==> src/hw/rtl/sssc_pkg.sv <==
// ----------------------------------------------------------------------------
// sssc_pkg: shared definitions of the shell statement completeness scanner
// Default sizes, the character codes that the scanner reacts to, and the
// encoding of the pending '<' tracker.
// ----------------------------------------------------------------------------
`default_nettype none

package sssc_pkg;

  // Default sizes of the delimiter capture and of the brace counter.
  localparam int unsigned WORD_CAP_DEF  = 64;
  localparam int unsigned BRACE_MAX_DEF = 255;

  // Character codes.
  localparam logic [7:0] CH_LT     = 8'h3C;  // '<'
  localparam logic [7:0] CH_LBRACE = 8'h7B;  // '{'
  localparam logic [7:0] CH_RBRACE = 8'h7D;  // '}'
  localparam logic [7:0] CH_DOLLAR = 8'h24;  // '$'
  localparam logic [7:0] CH_SQUOTE = 8'h27;  // single quote
  localparam logic [7:0] CH_DQUOTE = 8'h22;  // double quote
  localparam logic [7:0] CH_BSLASH = 8'h5C;  // backslash
  localparam logic [7:0] CH_NL     = 8'h0A;  // newline
  localparam logic [7:0] CH_SPACE  = 8'h20;
  localparam logic [7:0] CH_TAB    = 8'h09;

  // Number of '<' seen in a row outside quotes, waiting for the next byte.
  typedef enum logic [1:0] {
    LT_NONE = 2'd0,
    LT_ONE  = 2'd1,
    LT_TWO  = 2'd2
  } lt_t;

endpackage

`default_nettype wire

==> src/hw/rtl/sssc_ram.sv <==
// ----------------------------------------------------------------------------
// sssc_ram: generic single-write, single-read synchronous RAM
// One write port and one read port; read data is registered.
// ----------------------------------------------------------------------------
`default_nettype none

module sssc_ram #(
  parameter int unsigned WIDTH = 8,
  parameter int unsigned DEPTH = 63,
  localparam int unsigned AW = (DEPTH > 1) ? $clog2(DEPTH) : 1
) (
  input  wire logic             clk,
  input  wire logic             we,
  input  wire logic [AW-1:0]    waddr,
  input  wire logic [WIDTH-1:0] wdata,
  input  wire logic [AW-1:0]    raddr,
  output logic      [WIDTH-1:0] rdata
);

  logic [WIDTH-1:0] mem [DEPTH];

  always_ff @(posedge clk) begin
    if (we) begin
      mem[waddr] <= wdata;
    end
    rdata <= mem[raddr];
  end

endmodule

`default_nettype wire

==> src/hw/rtl/shell_statement_completeness_scanner_unit.sv <==
// ----------------------------------------------------------------------------
// shell_statement_completeness_scanner_unit: streaming shell completeness test
//
// Text enters one byte per transaction on the input channel (ch, first under
// in_valid/in_ready). Every input transaction yields exactly one output
// transaction (complete, depth under out_valid/out_ready) telling whether the
// text through that byte forms a complete statement, and the open brace
// count outside quotes, shown saturated at 255.
// Setting first on a byte clears all scan state before that byte is taken.
// The result is held in an output register the cycle after the byte is
// accepted. Throughput is one byte per cycle while the receiver is ready;
// the input is taken in the same cycle the pending result leaves, so a
// steady stream with an always-ready receiver never pauses. The only state
// read that sits in a memory is one delimiter byte per heredoc body byte;
// its read address comes from the next line length, so it never stalls.
// When the receiver holds out_ready low, the result stays put and in_ready
// drops until it is taken; no byte is lost. Synchronous reset clears the scan
// flags, counters and the output valid; the delimiter RAM needs no clearing.
// ----------------------------------------------------------------------------
`default_nettype none

module shell_statement_completeness_scanner_unit #(
  parameter int unsigned WORD_CAP  = sssc_pkg::WORD_CAP_DEF,
  parameter int unsigned BRACE_MAX = sssc_pkg::BRACE_MAX_DEF
) (
  input  wire logic       clk,
  input  wire logic       rst,
  input  wire logic       in_valid,
  output logic            in_ready,
  input  wire logic [7:0] ch,
  input  wire logic       first,
  output logic            out_valid,
  input  wire logic       out_ready,
  output logic            complete,
  output logic [7:0]      depth
);

  // Delimiter store holds WORD_CAP-1 bytes; counters must reach WORD_CAP-1.
  localparam int unsigned RAM_DEPTH = WORD_CAP - 1;
  localparam int unsigned AW = (RAM_DEPTH > 1) ? $clog2(RAM_DEPTH) : 1;
  localparam int unsigned LW = $clog2(WORD_CAP);
  localparam int unsigned BW = $clog2(BRACE_MAX + 1);

  // Scan state registers.
  logic            single_quoted, single_quoted_next;
  logic            double_quoted, double_quoted_next;
  logic            escape_pending, escape_pending_next;
  sssc_pkg::lt_t   less_than_seen, less_than_seen_next;
  logic            want_word, want_word_next;
  logic            in_body, in_body_next;
  logic [BW-1:0]   brace_count, brace_count_next;
  logic [LW-1:0]   word_length, word_length_next;
  logic [LW-1:0]   line_length, line_length_next;
  logic            line_matches, line_matches_next;

  logic            accept;
  logic            do_word;
  logic            store_we;
  logic [7:0]      store_rdata;
  logic            complete_next;
  logic [16:0]     brace_wide;

  // The output register frees up in the same cycle it is drained.
  assign in_ready = !out_valid || out_ready;
  assign accept   = in_valid && in_ready;

  // Next scan state for the byte on the input. Applying first here means the
  // cleared state is what the byte sees. The delimiter byte on store_rdata is
  // the entry at the current line_length, since the read address below always
  // follows the line length the registers will hold next.
  always_comb begin
    single_quoted_next  = first ? 1'b0 : single_quoted;
    double_quoted_next  = first ? 1'b0 : double_quoted;
    escape_pending_next = first ? 1'b0 : escape_pending;
    less_than_seen_next = first ? sssc_pkg::LT_NONE : less_than_seen;
    want_word_next      = first ? 1'b0 : want_word;
    in_body_next        = first ? 1'b0 : in_body;
    brace_count_next    = first ? '0 : brace_count;
    word_length_next    = first ? '0 : word_length;
    line_length_next    = first ? '0 : line_length;
    line_matches_next   = first ? 1'b1 : line_matches;
    do_word             = 1'b0;
    store_we            = 1'b0;

    if (in_body_next) begin
      // Heredoc body: compare the line against the captured delimiter.
      if (ch == sssc_pkg::CH_NL) begin
        if (line_matches_next && line_length_next == word_length_next) begin
          in_body_next     = 1'b0;
          word_length_next = '0;
        end
        line_length_next  = '0;
        line_matches_next = 1'b1;
      end else if (line_length_next < LW'(WORD_CAP - 1)) begin
        if (line_length_next >= word_length_next || store_rdata != ch) begin
          line_matches_next = 1'b0;
        end
        line_length_next = line_length_next + LW'(1);
      end
    end else if (want_word_next) begin
      do_word = 1'b1;
    end else if (single_quoted_next) begin
      if (ch == sssc_pkg::CH_SQUOTE) begin
        single_quoted_next = 1'b0;
      end
    end else if (double_quoted_next) begin
      if (escape_pending_next) begin
        escape_pending_next = 1'b0;
        if (ch == sssc_pkg::CH_DQUOTE || ch == sssc_pkg::CH_BSLASH ||
            ch == sssc_pkg::CH_DOLLAR) begin
          // Escaped byte: consumed with no further effect.
        end else if (ch == sssc_pkg::CH_DQUOTE) begin
          double_quoted_next = 1'b0;
        end
      end else if (ch == sssc_pkg::CH_BSLASH) begin
        escape_pending_next = 1'b1;
      end else if (ch == sssc_pkg::CH_DQUOTE) begin
        double_quoted_next = 1'b0;
      end
    end else if (less_than_seen_next == sssc_pkg::LT_TWO) begin
      // Third '<' makes a herestring; anything else starts the delimiter.
      less_than_seen_next = sssc_pkg::LT_NONE;
      if (ch != sssc_pkg::CH_LT) begin
        want_word_next   = 1'b1;
        word_length_next = '0;
        do_word          = 1'b1;
      end
    end else if (less_than_seen_next == sssc_pkg::LT_ONE && ch == sssc_pkg::CH_LT) begin
      less_than_seen_next = sssc_pkg::LT_TWO;
    end else begin
      less_than_seen_next = sssc_pkg::LT_NONE;
      case (ch)
        sssc_pkg::CH_SQUOTE: single_quoted_next  = 1'b1;
        sssc_pkg::CH_DQUOTE: double_quoted_next  = 1'b1;
        sssc_pkg::CH_LT:     less_than_seen_next = sssc_pkg::LT_ONE;
        sssc_pkg::CH_NL: begin
          if (word_length_next != '0) begin
            in_body_next      = 1'b1;
            line_length_next  = '0;
            line_matches_next = 1'b1;
          end
        end
        sssc_pkg::CH_LBRACE: begin
          if (brace_count_next < BW'(BRACE_MAX)) begin
            brace_count_next = brace_count_next + BW'(1);
          end
        end
        sssc_pkg::CH_RBRACE: begin
          if (brace_count_next != '0) begin
            brace_count_next = brace_count_next - BW'(1);
          end
        end
        default: begin
        end
      endcase
    end

    // Delimiter capture, shared by the word state and the byte after "<<".
    if (do_word) begin
      if (ch == sssc_pkg::CH_SPACE || ch == sssc_pkg::CH_TAB) begin
        if (word_length_next != '0) begin
          want_word_next = 1'b0;
        end
      end else if (ch == sssc_pkg::CH_NL) begin
        if (word_length_next != '0) begin
          want_word_next    = 1'b0;
          in_body_next      = 1'b1;
          line_length_next  = '0;
          line_matches_next = 1'b1;
        end
      end else if (word_length_next < LW'(WORD_CAP - 1)) begin
        store_we         = 1'b1;
        word_length_next = word_length_next + LW'(1);
      end
    end

    complete_next = !single_quoted_next && !double_quoted_next &&
                    brace_count_next == '0 && !want_word_next && !in_body_next &&
                    less_than_seen_next != sssc_pkg::LT_TWO;
  end

  // Saturate the displayed depth at 255 for counter widths up to 17 bits.
  assign brace_wide = 17'(brace_count_next);

  // Delimiter store. A write happens only while a word is being captured and
  // the body that reads it opens no earlier than the next byte, so a write
  // and a read of the same entry never overlap in a way that matters. The
  // write address is the pre-increment word length.
  logic [LW-1:0] store_waddr;
  assign store_waddr = word_length_next - LW'(1);

  sssc_ram #(
    .WIDTH (8),
    .DEPTH (RAM_DEPTH)
  ) u_store (
    .clk   (clk),
    .we    (accept && store_we),
    .waddr (store_waddr[AW-1:0]),
    .wdata (ch),
    .raddr (accept ? line_length_next[AW-1:0] : line_length[AW-1:0]),
    .rdata (store_rdata)
  );

  always_ff @(posedge clk) begin
    if (rst) begin
      single_quoted  <= 1'b0;
      double_quoted  <= 1'b0;
      escape_pending <= 1'b0;
      less_than_seen <= sssc_pkg::LT_NONE;
      want_word      <= 1'b0;
      in_body        <= 1'b0;
      brace_count    <= '0;
      word_length    <= '0;
      line_length    <= '0;
      line_matches   <= 1'b1;
      out_valid      <= 1'b0;
    end else begin
      if (accept) begin
        single_quoted  <= single_quoted_next;
        double_quoted  <= double_quoted_next;
        escape_pending <= escape_pending_next;
        less_than_seen <= less_than_seen_next;
        want_word      <= want_word_next;
        in_body        <= in_body_next;
        brace_count    <= brace_count_next;
        word_length    <= word_length_next;
        line_length    <= line_length_next;
        line_matches   <= line_matches_next;
        out_valid      <= 1'b1;
      end else if (out_ready) begin
        out_valid <= 1'b0;
      end
    end
  end

  // Result payload; loaded only when a byte is taken.
  always_ff @(posedge clk) begin
    if (accept) begin
      complete <= complete_next;
      depth    <= (brace_wide > 17'd255) ? 8'hFF : brace_wide[7:0];
    end
  end

endmodule

`default_nettype wire

==> config.mk <==
export PLATFORM = sky130hd
export DESIGN_NAME = shell_statement_completeness_scanner_unit
export DESIGN_NICKNAME = d
export VERILOG_FILES = /design/src/hw/rtl/sssc_pkg.sv /design/src/hw/rtl/sssc_ram.sv /design/src/hw/rtl/shell_statement_completeness_scanner_unit.sv
export SDC_FILE = /design/constraint.sdc
export NUM_CORES = 1
export LEC_CHECK = 0
export BUFFER_PORTS_ARGS = -buffer_cell sky130_fd_sc_hd__buf_2
export CAP_MARGIN = 20
export CORE_MARGIN = 2
export CORE_UTILIZATION = 45
export CTS_CLUSTER_DIAMETER = 150
export DETAILED_ROUTE_END_ITERATION = 16
export PLACE_DENSITY_LB_ADDON = 0.15
export SETUP_SLACK_MARGIN = 0.1
export SYNTH_ARGS = -nofsm -noshare
export SYNTH_HDL_FRONTEND = slang
export SYNTH_SLANG_ARGS = --single-unit
==> constraint.sdc <==
create_clock -name clk -period 6.6 [get_ports clk]
set_input_delay 1.32 -clock clk [delete_from_list [all_inputs] [get_ports clk]]
set_output_delay 1.32 -clock clk [all_outputs]
set_load 0.005 [all_outputs]
==> out/summary.json, run 1 <==
{
  "run_status": {
    "status": "complete, no violations"
  },
  "global_routing": {
    "antenna_found_initial": 3,
    "global_route.overflow_total": 0,
    "wire_length_of_the_first_global_routing_pass_mm": 99.0,
    "groute.usage.overall_pct": 24.9,
    "maximum_number_of_pins_on_one_net_before_global_route_repair": 65,
    "number_of_global_route_vias_before_repair": 15100
  },
  "route": {
    "postRouteAntennaNets": 0,
    "wl_mm": 67.5,
    "detail_route.first_pass.iterations": 5,
    "drc": 0,
    "via_count": 15800,
    "detail_route.wl_per_cell_um": 25.2,
    "first_iter_violations": 1811,
    "vias_per_cell": 5.89
  },
  "sta": {
    "min_period_ns": 5.96,
    "rsz0062_at_grt": "no",
    "final_skew_ns": 0.0175,
    "slew-limit-headroom_pct": 25.5,
    "finalSetupTns_ns": 0,
    "report.final.setup_viol": 0,
    "drv_slew": 0,
    "max_freq_mhz": 168,
    "min_period_over_period_pct": 90.3,
    "slew_at_the_pin_closest_to_its_max_slew_limit_ns": 1.11,
    "timing_hold_violations_final": 0
  },
  "cts": {
    "cts-hold-fix-buffers": 0,
    "cts_made_buffers": 57,
    "cts-root-buf": "sky130_fd_sc_hd__clkbuf_16",
    "tritoncts": "built",
    "cts.htree.levels": 2,
    "worst_skew_pair.late_latency_ns": 0.62,
    "clkTransAtPathRegs_ns": 0.06,
    "cts.repair_timing.setup_buffer_count": 0,
    "cts_max_path_buffers": 3,
    "clock-sinks": 550,
    "ctsResizeCount": 0
  },
  "worst_setup_path": {
    "cp.required_ns": 6.92,
    "crit_path_top_delay_cell": "sky130_fd_sc_hd__or2_2",
    "startpoint_type": "input pin",
    "arrival_ns": 6.28,
    "endpoint_kind": "register",
    "cp.buffers_inverters": 3,
    "largest_delay_share_family_worst_path": "simple AND/OR/NAND/NOR gates",
    "path_cells": "buf_2, nor2b_1, inv_1, ha_1, and4_1, and4_2, a22o_1, nor2_1, ha_1, and3_1, nand3_1, or2_2, nand2_1, mux2i_1, ha_1, o221ai_1, xnor2_1, nor2_1, nand2_2, nor2_1, buf_4",
    "delay_of_the_slowest_cell_on_the_worst_path_ns": 0.32,
    "setup.worst_path.class": "in -> reg",
    "cp.depth": 21,
    "critPathMaxFanout": 16,
    "reg2regPathDepth": 20
  },
  "synth": {
    "synth.yosys.seq_area_share_pct": 67.8,
    "synth_fa_ha_area_share_pct": 0.683,
    "ys.warnings.count": 0,
    "dominant_combinational_cell_family_by_area_after_synthesis": "simple AND/OR/NAND/NOR gates",
    "simple_gate_share_of_the_synthesized_area_pct": 14.7,
    "synthMuxAreaShare_pct": 5.64,
    "post_synth_inst_count": 1831,
    "postSynthRegisterBits": 550,
    "synth_xor_xnor_area_share_pct": 0.814,
    "syn-cell-area_um2": 23800,
    "synth_nets": 1857,
    "syn_area_per_cell_um2": 13.0,
    "synth_edf_count": 513,
    "synth-compound-area-share_pct": 8.07,
    "postSynth.asyncResetShare_pct": 0,
    "postSynth.topFlopCell": "sky130_fd_sc_hd__edfxtp_1",
    "yosys.cell_types.count": 96
  },
  "floorplanning": {
    "ios": 24,
    "die-height_um": 234,
    "die_width_um": 234,
    "die-area_um2": 54800,
    "fp-row-count": 84,
    "floorplan.initialDensity_pct": 45.4,
    "core-area_um2": 52400
  },
  "layout": {
    "post-route-util_pct": 52.0,
    "drive_gt1_share_pct": 14.8,
    "design.final.nets": 1977,
    "antenna-diode-count": 0,
    "areaGrowthSynthToFinish_pct": 14.5
  },
  "placed_design": {
    "detailed_place_hpwl_mm": 43.7,
    "portBuffers": 23,
    "routabilityCongestion": 0.913
  },
  "pwr": {
    "p_leak_nw": 9.21,
    "cellPowerDensity_nw_per_um2": 269,
    "vdd.ir_drop.worst_v": 0.000204,
    "report.power.total_mw": 7.34
  },
  "hold_path": {
    "hold_class": "reg -> reg",
    "worst_hold_path.num_cells": 2
  },
  "run": {
    "number_of_maximum_capacitance_constraint_violations": 0
  }
}
## report_power, final
part / total (mW) / switching (mW) / internal, mW / leakage (nW)
clock network: 3.17 / 1.33 / 1.83 / 0.881
registers: 3.84 / 0.0156 / 3.82 / 4.92
logic: 0.336 / 0.247 / 0.0886 / 3.41
## sequential cells by signal, summed over array words and instances, names as in the netlist
signal / count
escape_pending: 1
out_valid: 1
want_word: 1
in_body: 1
single_quoted: 1
less_than_seen: 2
depth: 8
double_quoted: 1
line_length: 6
brace_count: 8
line_matches: 1
u_store.mem: 504
word_length: 6
complete: 1
u_store.rdata: 8
## metrics by stage
step / instance area (µm²) / worst slack, ns / instances / hold WS [ns]
2_1_floorplan: 23800 / 0.559 / 1831 / 0.436
3_3_place_gp: 25400 / 0.208 / 2580 / 0.474
3_5_place_dp: 25400 / 0.135 / 2580 / 0.473
4_1_cts: 27300 / 0.734 / 2684 / 0.481
5_1_grt: 27300 / 0.342 / 2684 / 0.532
6_report: 27300 / 0.642 / 2684 / 0.483
## metal layers
metal,vias to the layer above,track usage (%),wire (µm)
met5,-,0,17
met4,4,8.43,2010
met3,115,3.65,4590
met2,594,40.2,31900
met1,7890,34.5,29000
li1,7193,-,-
## final cells by class
type	count	area (µm²)
multi-input combinational	1162	7150
tap	688	861
timing repair buffer	156	1180
clock buffer	66	1480
sequential	550	16100
inverter	24	90.1
clock inverter	38	357
fill	4437	25200
## worst min-delay path: stages (launching register included)
cell and delay, ns:
sky130_fd_sc_hd__dfxtp_1 0.33, sky130_fd_sc_hd__nand2_1 0.06, sky130_fd_sc_hd__a21oi_1 0.05
## synthesized netlist by cell type (all sizes together) (10+ instances only)
cell type / number / area [µm²]
mux2i: 114 / 1140
nor2: 133 / 499
a31oi: 10 / 68.8
a311oi: 10 / 93.8
nand2: 338 / 1310
nor4: 11 / 81.3
edfxtp: 513 / 15400
inv: 24 / 90.1
a211oi: 12 / 95.1
clkbuf: 37 / 139
a21oi: 50 / 265
ha: 13 / 163
a32oi: 23 / 201
o21ai: 48 / 244
a22oi: 19 / 148
nor3: 46 / 268
nor2b: 15 / 93.8
buf: 58 / 325
nand3: 110 / 551
xnor2: 11 / 96.3
dfxtp: 37 / 741
nand4: 45 / 288
nand2b: 12 / 77.6
o22ai: 14 / 93.8
## cells in the final DEF (no fill, tap or decap), types with 8 or more instances in the layout
cell	synthesis	layout
sky130_fd_sc_hd__a211oi_1	11	11
sky130_fd_sc_hd__a21oi_1	48	48
sky130_fd_sc_hd__a221oi_1	8	8
sky130_fd_sc_hd__a22oi_1	18	17
sky130_fd_sc_hd__a311oi_1	9	9
sky130_fd_sc_hd__a31oi_1	9	9
sky130_fd_sc_hd__a32oi_1	23	23
sky130_fd_sc_hd__buf_2	38	23
sky130_fd_sc_hd__buf_4	14	128
sky130_fd_sc_hd__clkbuf_1	37	8
sky130_fd_sc_hd__clkbuf_16	0	58
sky130_fd_sc_hd__clkinv_1	0	13
sky130_fd_sc_hd__clkinv_2	0	10
sky130_fd_sc_hd__dfxtp_1	37	37
sky130_fd_sc_hd__edfxtp_1	513	513
sky130_fd_sc_hd__ha_1	13	13
sky130_fd_sc_hd__inv_1	23	23
sky130_fd_sc_hd__mux2i_1	114	114
sky130_fd_sc_hd__mux4_2	9	9
sky130_fd_sc_hd__nand2_1	330	330
sky130_fd_sc_hd__nand2b_1	11	11
sky130_fd_sc_hd__nand3_1	110	110
sky130_fd_sc_hd__nand4_1	44	44
sky130_fd_sc_hd__nor2_1	133	132
sky130_fd_sc_hd__nor2b_1	15	15
sky130_fd_sc_hd__nor3_1	41	41
sky130_fd_sc_hd__nor4_1	9	9
sky130_fd_sc_hd__o21ai_0	37	37
sky130_fd_sc_hd__o21ai_1	10	10
sky130_fd_sc_hd__o22ai_1	13	13
sky130_fd_sc_hd__xnor2_1	11	11
sky130_fd_sc_hd__xor2_1	8	8
## worst paths after layout
check	slack, ns	end	from
worst min-delay path	0.48	word_length[2]	word_length[2]
worst max-delay path	0.64	u_store.mem[42][0]	first
worst min register to register	0.48	word_length[2]	word_length[2]
worst max register to register	1.16	u_store.mem[42][0]	word_length[4]
## kinds of logic (layout without fill, tap and decap cells)
| group | Yosys count | count (layout) |
|---|---|---|
| adders and majority gates | 13 | 13 |
| buffers and inverters | 119 | 284 |
| AOI/OAI and AO/OA | 259 | 259 |
| DFF | 550 | 550 |
| muxes | 123 | 123 |
| and+or+nand+nor | 747 | 747 |
| xor gates and xnor gates | 20 | 20 |
(Power assumes the default switching activity.)
==> inputs of run 2 (changes only) <==
--- a/config.mk
+++ b/config.mk
@@ -8,7 +8,7 @@
 export BUFFER_PORTS_ARGS = -buffer_cell sky130_fd_sc_hd__buf_2
 export CAP_MARGIN = 20
 export CORE_MARGIN = 2
-export CORE_UTILIZATION = 45
+export CORE_UTILIZATION = 63
 export CTS_CLUSTER_DIAMETER = 150
 export DETAILED_ROUTE_END_ITERATION = 16
 export PLACE_DENSITY_LB_ADDON = 0.15
==> out/summary.json, run 2 (synthesis results as in run 1) <==
{
  "worst_setup_path": {
    "endpoint_kind": "register",
    "arrival_ns": 6.35,
    "critPathMaxFanout": 23,
    "cp.required_ns": 6.90,
    "startpoint_type": "input pin",
    "reg2reg_from": "word_length[4]",
    "worstSetupStartpoint": "first",
    "setup.worst_path.class": "in -> reg"
  },
  "sta": {
    "final_skew_ns": 0.0176,
    "drv_slew": 0,
    "finalSetupTns_ns": 0,
    "slew_at_the_pin_closest_to_its_max_slew_limit_ns": 1.12,
    "max_freq_mhz": 165,
    "rsz0062_at_grt": "no",
    "slew-limit-headroom_pct": 24.1,
    "timing_hold_violations_final": 0,
    "min_period_over_period_pct": 91.7,
    "hold_ws_ns": 0.510,
    "min_period_ns": 6.05,
    "report.final.setup_viol": 0
  },
  "route": {
    "drc": 0,
    "vias_per_cell": 6.46,
    "first_iter_violations": 1785,
    "detail_route.wl_per_cell_um": 25.0,
    "via_count": 16000,
    "detail_route.first_pass.iterations": 6,
    "postRouteAntennaNets": 0,
    "wl_mm": 62.2
  },
  "layout": {
    "post-route-util_pct": 71.6,
    "ff_latch_area_um2": 16100,
    "design.final.nets": 1960,
    "areaGrowthSynthToFinish_pct": 12.7,
    "layout_commonest_cell": "sky130_fd_sc_hd__edfxtp_1",
    "multiInputGateArea_um2": 7150,
    "largest_register_ffs": 504,
    "finalNonFillerCells": 2485,
    "drive_gt1_share_pct": 13.9,
    "antenna-diode-count": 0,
    "final.fill_count": 2564,
    "max_flop_register": "u_store.mem",
    "layout_common_cells": "513 x sky130_fd_sc_hd__edfxtp_1, 330 x sky130_fd_sc_hd__nand2_1, 132 x sky130_fd_sc_hd__nor2_1"
  },
  "pwr": {
    "power.sequential.fraction_pct": 53.4,
    "cellPowerDensity_nw_per_um2": 268,
    "switching_share_pct": 21.0,
    "p_clk_share_pct": 42.1,
    "p_leak_nw": 9.12,
    "power_switching_mw": 1.51,
    "p_comb_share_pct": 4.5,
    "vdd.ir_drop.worst_v": 0.000293,
    "report.power.total_mw": 7.20,
    "intPower_mw": 5.69
  },
  "cts": {
    "clock-sinks": 550,
    "tritoncts": "built",
    "cts-root-buf": "sky130_fd_sc_hd__clkbuf_16",
    "cts_max_path_buffers": 3,
    "clkTransAtPathRegs_ns": 0.06,
    "cts-hold-fix-buffers": 0,
    "cts_made_buffers": 54,
    "worst_skew_pair.late_latency_ns": 0.60,
    "cts.repair_timing.setup_buffer_count": 0,
    "cts.htree.levels": 2,
    "ctsResizeCount": 0
  },
  "floorplanning": {
    "floorplan.initialDensity_pct": 63.5,
    "core-area_um2": 37500,
    "die-area_um2": 39400,
    "die-height_um": 198,
    "fp-row-count": 71,
    "ios": 24,
    "die_width_um": 198
  },
  "placed_design": {
    "detailed_place_hpwl_mm": 39.4,
    "placed_cells_incl_taps": 2389,
    "portBuffers": 23,
    "routabilityCongestion": 0.944
  },
  "global_routing": {
    "wire_length_of_the_first_global_routing_pass_mm": 93.1,
    "number_of_global_route_vias_before_repair": 15300,
    "global_route.overflow_total": 0,
    "groute.usage.overall_pct": 32.2,
    "antenna_found_initial": 1,
    "maximum_number_of_pins_on_one_net_before_global_route_repair": 76
  },
  "run": {
    "number_of_maximum_capacitance_constraint_violations": 0
  },
  "run_status": {
    "status": "complete, no violations"
  },
  "hold_path": {
    "hold_class": "reg -> reg",
    "worstHoldStart": "word_length[2]"
  }
}
[run 2: final timing paths]
kind / to / slack [ns] / depth (start not counted)
max reg2reg: u_store.mem[50][3] / 1.15 / 18
min: word_length[2] / 0.51 / 2
min reg2reg: word_length[2] / 0.51 / 2
max: u_store.mem[50][3] / 0.55 / 19
[run 2: stage by stage]
stage / setup WS [ns] / instance area [µm²]
3_5_place_dp: 0.0436 / 25100
2_1_floorplan: 0.559 / 23800
6_report: 0.547 / 26800
3_3_place_gp: 0.175 / 25100
4_1_cts: 0.655 / 26800
5_1_grt: 0.303 / 26800
[run 2: critical path, cell delays in order]
cell                      delay, ns
sky130_fd_sc_hd__buf_2         0.25
sky130_fd_sc_hd__nor2b_1       0.32
sky130_fd_sc_hd__inv_1         0.11
sky130_fd_sc_hd__ha_1          0.29
sky130_fd_sc_hd__and4_1        0.23
sky130_fd_sc_hd__and4_2        0.28
sky130_fd_sc_hd__a22o_1        0.23
sky130_fd_sc_hd__nor2_1        0.25
sky130_fd_sc_hd__ha_1          0.22
sky130_fd_sc_hd__and3_1        0.21
sky130_fd_sc_hd__nand3_1       0.10
sky130_fd_sc_hd__or2_2         0.32
sky130_fd_sc_hd__nand2_1       0.20
sky130_fd_sc_hd__mux2i_1       0.27
sky130_fd_sc_hd__ha_1          0.32
sky130_fd_sc_hd__nor4_1        0.41
sky130_fd_sc_hd__nand2_1       0.51
sky130_fd_sc_hd__nor2_1        0.27
sky130_fd_sc_hd__buf_4         0.20
[run 2: power by group through the flow]
stage / logic (mW) / clock network, mW / registers (mW)
5_1_grt: 0.344 / 3.18 / 3.84
4_1_cts: 0.318 / 3.06 / 3.84
6_report: 0.324 / 3.03 / 3.84
2_1_floorplan: 0.169 / 0 / 3.91
3_5_place_dp: 0.316 / 0 / 3.91
3_3_place_gp: 0.310 / 0 / 3.91
[run 2: routing by layer]
metal  global-route usage [%]  wire length [µm]  vias up
met5                        0                 0        -
met3                     5.61              6040      145
met2                     51.9             29100      897
met1                     44.5             24600     7863
li1                         -                 -     7137
met4                     12.1              2350        0
[run 2: layout make-up]
class                   count  share of cell area [%]
flip-flops and latches    550                    60.2
well taps                 511                    2.38
clock buffers              66                    5.36
clock inverters            30                    1.15
multi-input cells        1162                    26.6
inverters                  24                   0.336
repair buffers            142                    3.99
